File: config.mk
export PLATFORM = sky130hd
export DESIGN_NAME = first_free_slot_allocator
export DESIGN_NICKNAME = d
export VERILOG_FILES = /design/src/hw/rtl/ffsa_pkg.sv /design/src/hw/rtl/ffsa_datapath.sv /design/src/hw/rtl/ffsa_ctrl.sv /design/src/hw/rtl/first_free_slot_allocator.sv
export VERILOG_INCLUDE_DIRS = /design/src /design/src/hw/rtl
export SDC_FILE = /design/constraint.sdc
export NUM_CORES = 2
export LEC_CHECK = 0
export BUFFER_PORTS_ARGS = -buffer_cell sky130_fd_sc_hd__buf_2
export CAP_MARGIN = 20
export CORE_UTILIZATION = 62
export DETAILED_ROUTE_END_ITERATION = 10
export PLACE_DENSITY = 0.85
export SYNTH_ARGS = -nofsm -noshare
export SYNTH_HDL_FRONTEND = slang
export SYNTH_SLANG_ARGS = --single-unit
File: constraint.sdc
create_clock -name clk_i -period 4.3 [get_ports clk_i]
set_clock_uncertainty 0.15 [all_clocks]
set_input_delay 0 -clock clk_i [delete_from_list [all_inputs] [get_ports clk_i]]
set_output_delay 0 -clock clk_i [all_outputs]
set_load 0.005 [all_outputs]
File: src/hw/rtl/first_free_slot_allocator_defines.svh
// Assertion macros used by the slot allocator datapath.
`ifndef FIRST_FREE_SLOT_ALLOCATOR_DEFINES_SVH
`define FIRST_FREE_SLOT_ALLOCATOR_DEFINES_SVH

// Consequent must hold in the same cycle as the antecedent.
`define FFSA_ASSERT_SAME(lbl, clk, rst_n, ante, cons, msg) \
  lbl: assert property (@(posedge clk) disable iff (!rst_n) (ante) |-> (cons)) \
    else $error(msg);

// Consequent must hold in the cycle after the antecedent.
`define FFSA_ASSERT_NEXT(lbl, clk, rst_n, ante, cons, msg) \
  lbl: assert property (@(posedge clk) disable iff (!rst_n) (ante) |=> (cons)) \
    else $error(msg);

`endif

File: src/hw/rtl/ffsa_pkg.sv
package ffsa_pkg;

  // Field widths.
  localparam int unsigned ACTION_W  = 2;
  localparam int unsigned OWNER_W   = 31;
  localparam int unsigned STATUS_W  = 3;
  localparam int unsigned SLOT_W    = 6;
  localparam int unsigned MAP_W     = 64;
  localparam int unsigned SIU_W     = 7;

  // Default slot count and reset value of the active slot limit.
  localparam int unsigned MAX_SLOTS_DEF = 64;
  localparam logic [SIU_W-1:0] SIU_RESET = 7'd64;

  // Request actions; the unused code acts as a map read.
  localparam logic [ACTION_W-1:0] ACT_ALLOC   = 2'd0;
  localparam logic [ACTION_W-1:0] ACT_RELEASE = 2'd1;
  localparam logic [ACTION_W-1:0] ACT_MAP     = 2'd2;

  // Result status codes.
  localparam logic [STATUS_W-1:0] STS_ALLOCATED = 3'd0;
  localparam logic [STATUS_W-1:0] STS_RELEASED  = 3'd1;
  localparam logic [STATUS_W-1:0] STS_HOLDS     = 3'd2;
  localparam logic [STATUS_W-1:0] STS_FULL      = 3'd3;
  localparam logic [STATUS_W-1:0] STS_NOT_FOUND = 3'd4;
  localparam logic [STATUS_W-1:0] STS_MAP       = 3'd5;

  typedef struct packed {
    logic [ACTION_W-1:0] action;
    logic [OWNER_W-1:0]  owner_id;
  } req_t;

  typedef struct packed {
    logic [STATUS_W-1:0] status;
    logic [SLOT_W-1:0]   slot_number;
    logic [MAP_W-1:0]    occupancy_bits;
  } rsp_t;

  // Controller states.
  typedef enum logic [1:0] {
    S_IDLE,
    S_SCAN,
    S_DRAIN,
    S_FINISH
  } ctrl_state_e;

  // Commands from the controller to the datapath.
  typedef struct packed {
    logic load;
    logic map_rd;
    logic issue;
    logic finish;
  } dp_cmd_t;

  // Status from the datapath to the controller.
  typedef struct packed {
    logic scan_last;
  } dp_sts_t;

endpackage

File: src/hw/rtl/ffsa_datapath.sv
`include "first_free_slot_allocator_defines.svh"

module ffsa_datapath import ffsa_pkg::*; #(
  parameter int unsigned MaxSlots = MAX_SLOTS_DEF
) (
  input  logic             clk_i,
  input  logic             rst_ni,
  input  logic             cfg_we_i,
  input  logic [SIU_W-1:0] cfg_wdata_i,
  input  req_t             req_i,
  input  dp_cmd_t          cmd_i,
  output dp_sts_t          sts_o,
  output logic             rsp_vld_o,
  output rsp_t             rsp_o
);

  localparam int unsigned IdxW = $clog2(MaxSlots);
  localparam logic [IdxW-1:0] LastIdx = IdxW'(MaxSlots - 1);

  logic [SIU_W-1:0]   slots_in_use_q;
  logic [MaxSlots-1:0] taken_q, taken_d;
  logic [OWNER_W-1:0] owner_mem [MaxSlots];
  logic [OWNER_W-1:0] rd_data_q;
  logic [OWNER_W-1:0] owner_q;
  logic               alloc_q;
  logic [IdxW-1:0]    idx_q;
  logic [IdxW-1:0]    cmp_idx_q;
  logic               cmp_vld_q;
  logic               hit_q;
  logic [IdxW-1:0]    hit_idx_q;
  logic               free_q;
  logic [IdxW-1:0]    free_idx_q;
  logic               rsp_vld_q, rsp_vld_d;
  rsp_t               rsp_q, rsp_d;
  logic               mem_we;
  logic               cmp_hit;
  logic               cmp_free;
  logic [MAP_W-1:0]   map_bits;

  // Active slot limit register.
  always_ff @(posedge clk_i or negedge rst_ni) begin
    if (!rst_ni) begin
      slots_in_use_q <= SIU_RESET;
    end else if (cfg_we_i) begin
      slots_in_use_q <= cfg_wdata_i;
    end
  end

  // Owner tag memory: one read port for the scan, one write at finish.
  assign mem_we = cmd_i.finish && alloc_q && !hit_q && free_q;

  always_ff @(posedge clk_i) begin
    if (mem_we) begin
      owner_mem[free_idx_q] <= owner_q;
    end
  end

  always_ff @(posedge clk_i) begin
    if (cmd_i.issue) begin
      rd_data_q <= owner_mem[idx_q];
      cmp_idx_q <= idx_q;
    end
  end

  // Request latch.
  always_ff @(posedge clk_i) begin
    if (cmd_i.load) begin
      owner_q <= req_i.owner_id;
      alloc_q <= (req_i.action == ACT_ALLOC);
    end
  end

  // Scan counter and compare pipeline valid.
  always_ff @(posedge clk_i or negedge rst_ni) begin
    if (!rst_ni) begin
      idx_q     <= '0;
      cmp_vld_q <= 1'b0;
    end else begin
      cmp_vld_q <= cmd_i.issue;
      if (cmd_i.load) begin
        idx_q <= '0;
      end else if (cmd_i.issue) begin
        idx_q <= idx_q + 1'b1;
      end
    end
  end

  assign sts_o.scan_last = (idx_q == LastIdx);

  // Compare one tag per cycle; remember the owner's slot and the first free slot.
  assign cmp_hit  = taken_q[cmp_idx_q] && (rd_data_q == owner_q);
  assign cmp_free = !taken_q[cmp_idx_q] && (SIU_W'(cmp_idx_q) < slots_in_use_q);

  always_ff @(posedge clk_i or negedge rst_ni) begin
    if (!rst_ni) begin
      hit_q  <= 1'b0;
      free_q <= 1'b0;
    end else if (cmd_i.load) begin
      hit_q  <= 1'b0;
      free_q <= 1'b0;
    end else if (cmp_vld_q) begin
      if (cmp_hit && !hit_q) begin
        hit_q <= 1'b1;
      end
      if (cmp_free && !free_q) begin
        free_q <= 1'b1;
      end
    end
  end

  always_ff @(posedge clk_i) begin
    if (cmp_vld_q && cmp_hit && !hit_q) begin
      hit_idx_q <= cmp_idx_q;
    end
    if (cmp_vld_q && cmp_free && !free_q) begin
      free_idx_q <= cmp_idx_q;
    end
  end

  // Occupancy map, zero above the implemented slots.
  always_comb begin
    map_bits = '0;
    map_bits[MaxSlots-1:0] = taken_q;
  end

  // Taken bits update and result formation at finish or map read.
  always_comb begin
    taken_d   = taken_q;
    rsp_vld_d = 1'b0;
    rsp_d     = rsp_q;
    if (cmd_i.map_rd) begin
      rsp_vld_d                = 1'b1;
      rsp_d.status             = STS_MAP;
      rsp_d.slot_number        = '0;
      rsp_d.occupancy_bits     = map_bits;
    end else if (cmd_i.finish) begin
      rsp_vld_d            = 1'b1;
      rsp_d.slot_number    = '0;
      rsp_d.occupancy_bits = '0;
      if (alloc_q) begin
        if (hit_q) begin
          rsp_d.status = STS_HOLDS;
        end else if (free_q) begin
          rsp_d.status        = STS_ALLOCATED;
          rsp_d.slot_number   = SLOT_W'(free_idx_q);
          taken_d[free_idx_q] = 1'b1;
        end else begin
          rsp_d.status = STS_FULL;
        end
      end else begin
        if (hit_q) begin
          rsp_d.status       = STS_RELEASED;
          rsp_d.slot_number  = SLOT_W'(hit_idx_q);
          taken_d[hit_idx_q] = 1'b0;
        end else begin
          rsp_d.status = STS_NOT_FOUND;
        end
      end
    end
  end

  always_ff @(posedge clk_i or negedge rst_ni) begin
    if (!rst_ni) begin
      taken_q   <= '0;
      rsp_vld_q <= 1'b0;
    end else begin
      taken_q   <= taken_d;
      rsp_vld_q <= rsp_vld_d;
    end
  end

  always_ff @(posedge clk_i) begin
    rsp_q <= rsp_d;
  end

  assign rsp_vld_o = rsp_vld_q;
  assign rsp_o     = rsp_q;

  // Checks on result timing, allocation range and release.
  `FFSA_ASSERT_NEXT(a_rsp_follows_cmd, clk_i, rst_ni, cmd_i.finish || cmd_i.map_rd,
    rsp_vld_q, "result strobe missing after finish or map read")
  `FFSA_ASSERT_SAME(a_alloc_in_range, clk_i, rst_ni,
    rsp_vld_q && (rsp_q.status == STS_ALLOCATED),
    SIU_W'(rsp_q.slot_number) < slots_in_use_q, "slot allocated outside active range")
  `FFSA_ASSERT_NEXT(a_release_clears, clk_i, rst_ni, cmd_i.finish && !alloc_q && hit_q,
    !taken_q[$past(hit_idx_q)], "released slot still marked taken")

endmodule

File: src/hw/rtl/ffsa_ctrl.sv
module ffsa_ctrl import ffsa_pkg::*; (
  input  logic                clk_i,
  input  logic                rst_ni,
  input  logic                start,
  input  logic [ACTION_W-1:0] action_i,
  input  dp_sts_t             sts_i,
  output dp_cmd_t             cmd_o,
  output logic                busy
);

  ctrl_state_e state_q, state_d;
  logic        is_scan;

  // Allocate and release need a tag scan; everything else is a map read.
  assign is_scan = (action_i == ACT_ALLOC) || (action_i == ACT_RELEASE);

  // Next state.
  always_comb begin
    state_d = state_q;
    case (state_q)
      S_IDLE: begin
        if (start && is_scan) begin
          state_d = S_SCAN;
        end
      end
      S_SCAN: begin
        if (sts_i.scan_last) begin
          state_d = S_DRAIN;
        end
      end
      S_DRAIN:  state_d = S_FINISH;
      S_FINISH: state_d = S_IDLE;
      default:  state_d = S_IDLE;
    endcase
  end

  // Commands to the datapath.
  always_comb begin
    cmd_o = '0;
    busy  = 1'b1;
    case (state_q)
      S_IDLE: begin
        busy         = 1'b0;
        cmd_o.load   = start;
        cmd_o.map_rd = start && !is_scan;
      end
      S_SCAN:   cmd_o.issue  = 1'b1;
      S_DRAIN:  cmd_o        = '0;
      S_FINISH: cmd_o.finish = 1'b1;
      default:  cmd_o        = '0;
    endcase
  end

  always_ff @(posedge clk_i or negedge rst_ni) begin
    if (!rst_ni) begin
      state_q <= S_IDLE;
    end else begin
      state_q <= state_d;
    end
  end

endmodule

File: src/hw/rtl/first_free_slot_allocator.sv
// First-fit slot allocator with owner tags.
// A request beat is taken at a clock edge where start is high and busy is low.
// Its action selects allocate, release or an occupancy map read; action 3
// reads the map as well. Each request gives exactly one result beat, shown on
// rsp_o for one cycle while done_o is high; the receiver cannot stall it.
// A map read answers in the cycle after the request and leaves busy low, so
// map reads can follow one per cycle.
// Allocate and release scan the owner tag memory one entry per cycle through
// its single read port, then pass through the drain and finish states; the
// result is registered after finish, and the next request is taken in the
// cycle the result is shown. The active slot limit is written through
// cfg_we_i and cfg_wdata_i; the user must write it only while the block is
// idle, as the block does not enforce it; values above MaxSlots act as MaxSlots.
// Reset clears all taken bits and sets the limit to 64; the owner tags need
// no clearing since a tag is only compared while its slot is taken.
module first_free_slot_allocator import ffsa_pkg::*; #(
  parameter int unsigned MaxSlots = MAX_SLOTS_DEF
) (
  input  logic             clk_i,
  input  logic             rst_ni,
  input  logic             cfg_we_i,
  input  logic [SIU_W-1:0] cfg_wdata_i,
  input  logic             start,
  output logic             busy,
  input  req_t             req_i,
  output logic             done_o,
  output rsp_t             rsp_o
);

  dp_cmd_t cmd;
  dp_sts_t sts;

  // Sequencer for the tag scan.
  ffsa_ctrl u_ctrl (
    .clk_i    (clk_i),
    .rst_ni   (rst_ni),
    .start    (start),
    .action_i (req_i.action),
    .sts_i    (sts),
    .cmd_o    (cmd),
    .busy     (busy)
  );

  // Tag memory, taken bits and result register.
  ffsa_datapath #(
    .MaxSlots (MaxSlots)
  ) u_datapath (
    .clk_i       (clk_i),
    .rst_ni      (rst_ni),
    .cfg_we_i    (cfg_we_i),
    .cfg_wdata_i (cfg_wdata_i),
    .req_i       (req_i),
    .cmd_i       (cmd),
    .sts_o       (sts),
    .rsp_vld_o   (done_o),
    .rsp_o       (rsp_o)
  );

endmodule
==> flow_summary.toml <==
[power]
power.total_w = 0.0597
leakage_nw = 30.6
power_density_mw_per_mm2 = 614
ir_worst_vdd_mv = 0.540

[cells_and_area]
ff_latch_area_mm2 = 0.0662
postLayoutCoreUtil = 0.718
multi_input_area_mm2 = 0.0184
final_nets = 4062
post_route_cells_drive_above_1_share = 0.324
final_cells = 5965
syn_to_final_growth_pct = 14.6
nFillCells = 6804

[routing]
drt-vias-per-instance = 7.78
remaining_drc_errors = 0
wl_per_cell_um = 45.4
drtAntennaViolNets = 0
first_pass_iters = 9
wl_um = 271000
vias = 46422
drtIter0Drc = 8693

[timing]
slew_headroom = 0.213
tns_ns = 0
finalHoldViolCount = 0
post-route-min-period_ns = 3.80
finalSetupViolations = 0
slew_violations = 0
fmax_mhz = 263
rsz0062_at_grt = "no"
tightest_slew_ns = 1.18
worst_hold_slack_ns = 0.0873
finalCritPeriodShare = 0.885

[die]
row_count = 135
dieArea_mm2 = 0.138
core-area_mm2 = 0.136
fp.dieW_um = 372
initial_utilization = 0.626
die_y_um = 372
io_pins = 119

[yosys]
synth_common_cells = "2129 x edfxtp_1, 664 x mux4_2, 113 x clkbuf_1, 100 x nor2_1, 86 x a21oi_1"
syn_avg_cell_area_um2 = 23.7
syn_area_mm2 = 0.0849
ys.flop_type = "edfxtp_1"
synth_top_area_frac = 0.753
synth_cells = 3585
synthTopCellsByArea = "edfxtp_1 75%, mux4_2 18%, dfrtp_1 2.4%"
synth-seq-area-share = 0.779
synth_top_cell_by_area = "edfxtp_1"
synth_nets = 3640
ys_types = 50
synth_edf_count = 2129
yosys_warnings = 0
synthArstFlopShare = 0.0374
ys_ff_latch = 2221
synth_most_common_cell = "edfxtp_1"

[worst_setup_path]
cp.arrival_ns = 4.20
worstSetupPathType = "reg -> reg"
critPathLaunchType = "flip-flop"
end_kind = "flip-flop"
r2r_start = "u_datapath.hit_q$_DFFE_PN0P_"
reg2reg_slack_ns = 0.50
reg2reg_to = "u_datapath.owner_mem[0][9]$_DFFE_PP_"
rr_worst_depth = 5
cp.required_ns = 4.69
cp_max_fo = 16

[clock_network]
cts_buffers = 205
cts_sinks = 2221
cts_resized = 0
cts_tree = "built"
post_cts_buffers = 0
clkTransAtPathRegs_ns = 0.07
cts-root-buf = "clkbuf_16"
hold_buffers = 97
ctsLongestPathBuffers = 3
h-tree-depth = 4
clk_latency_ns = 0.89

[status]
outcome = "finished clean"

[global_route]
use_met3 = 0.134
track_usage = 0.400
grt-busiest-layer = "met2"
grt_max_degree = 84
use_met1 = 0.488
grt_pass1_wl_um = 370000
first_global_vias = 46023
grt_overflow = 0
grt_antenna_before_repair = 23
grtUsageMet2 = 0.615

[placed_design]
place_hpwl_um = 136000
io_buffers = 118
gp_congestion = 0.914
placed_cells = 5484

[worst_hold_path]
hold_path_depth = 4
min_from = "start"
min_path_type = "in -> reg"
hold_end = "u_datapath.hit_q$_DFFE_PN0P_"

[job]
max_cap_viol_count = 0
## through the flow
stage | instance area [um2] | setup WS (ns)
CTS | 97300 | 0.642
finish | 97300 | 0.497
global route | 97300 | 0.539
floorplan | 84900 | 0.881
global placement | 89600 | 0.888
detailed placement | 89600 | 0.774
## layer usage
metal	vias to the layer above	wire length [um]	part of all wire
met5	-	100	0.00037
met2	5513	126000	0.47
met4	14	23100	0.085
met3	1352	40800	0.15
li1	16100	-	-
met1	23443	80500	0.30
## worst max-delay path, cell delays in order (launching register included)
cell     delay [ns]
dfrtp_1        0.47
and3b_1        0.45
and2_1         0.40
nand2_1        0.68
nor2_4         0.94
buf_4          0.39
## flip-flops by register name, summed over array words and instances, names as in the netlist, 2 cells and up
name / cells
u_datapath.slots_in_use_q: 7
u_datapath.owner_mem: 1984
u_datapath.owner_q: 31
u_datapath.cmp_idx_q: 6
u_datapath.rsp_o: 73
u_datapath.idx_q: 6
u_ctrl.state_q: 2
u_datapath.map_bits: 64
u_datapath.free_idx_q: 6
u_datapath.hit_idx_q: 6
u_datapath.rd_data_q: 31
## cell type report
| cell class | instances | area share |
|---|---|---|
| clock inverters | 131 | 0.0143 |
| diodes | 6 | 0.000154 |
| inverters | 11 | 0.000424 |
| flip-flops and latches | 2221 | 0.680 |
| clock buffers | 247 | 0.0546 |
| well taps | 1781 | 0.0229 |
| repair buffers | 404 | 0.0384 |
| multi-input cells | 1164 | 0.189 |
## worst max path at each step
stage                                                   from                                   end  slack [ns]
after global routing            u_datapath.hit_q$_DFFE_PN0P_  u_datapath.owner_mem[0][9]$_DFFE_PP_        0.54
after global placement       u_datapath.idx_q[0]$_DFFE_PN0P_     u_datapath.rd_data_q[6]$_DFFE_PP_        0.89
after CTS                       u_datapath.hit_q$_DFFE_PN0P_  u_datapath.owner_mem[0][9]$_DFFE_PP_        0.64
after floorplan           u_datapath.free_idx_q[0]$_DFFE_PP_  u_datapath.owner_mem[9][0]$_DFFE_PP_        0.88
final                           u_datapath.hit_q$_DFFE_PN0P_  u_datapath.owner_mem[0][9]$_DFFE_PP_        0.50
after detailed placement     u_datapath.idx_q[0]$_DFFE_PN0P_     u_datapath.rd_data_q[6]$_DFFE_PP_        0.77
## power breakdown
group | leakage (nW) | internal [W] | switching (W) | total, W
Sequential | 20.4 | 0.0252 | 0.000908 | 0.0262
Clock | 3.24 | 0.0101 | 0.00865 | 0.0187
Combinational | 6.97 | 0.00661 | 0.00825 | 0.0149
## cells by family after synthesis
logic type | Yosys count | share of synthesized area
compound gates | 148 | 0.0105
simple gates | 291 | 0.0171
xor+xnor | 35 | 0.00361
buf+inv | 200 | 0.00993
flops | 2221 | 0.779
fa+ha+maj | 11 | 0.00162
mux | 679 | 0.178
## layout by cell type (no fill, tap or decap), types with 6 or more instances in the layout
cell type and count:
clkbuf_16 205, o21ai_0 14, xnor2_1 22, buf_2 117
and2_1 68, clkinv_1 43, nor2_4 64, clkinv_2 35
nand2_1 54, clkinv_4 6, clkbuf_1 39, inv_1 10
a21oi_1 86, buf_12 59, buf_4 131, nor3_1 7
mux2i_1 10, nand3_1 6, edfxtp_1 2129, bufinv_16 19
clkinvlp_4 12, xor2_1 13, nor2_1 36, nand2b_1 6
ha_1 10, nor3b_1 7, diode_2 6, a22o_1 21
clkinv_16 7, mux4_2 664, nand4_1 10, dlygate4sd3_1 96
dfrtp_1 76, dfxtp_1 9
No activity file was read; power rests on OpenSTA's default activity.
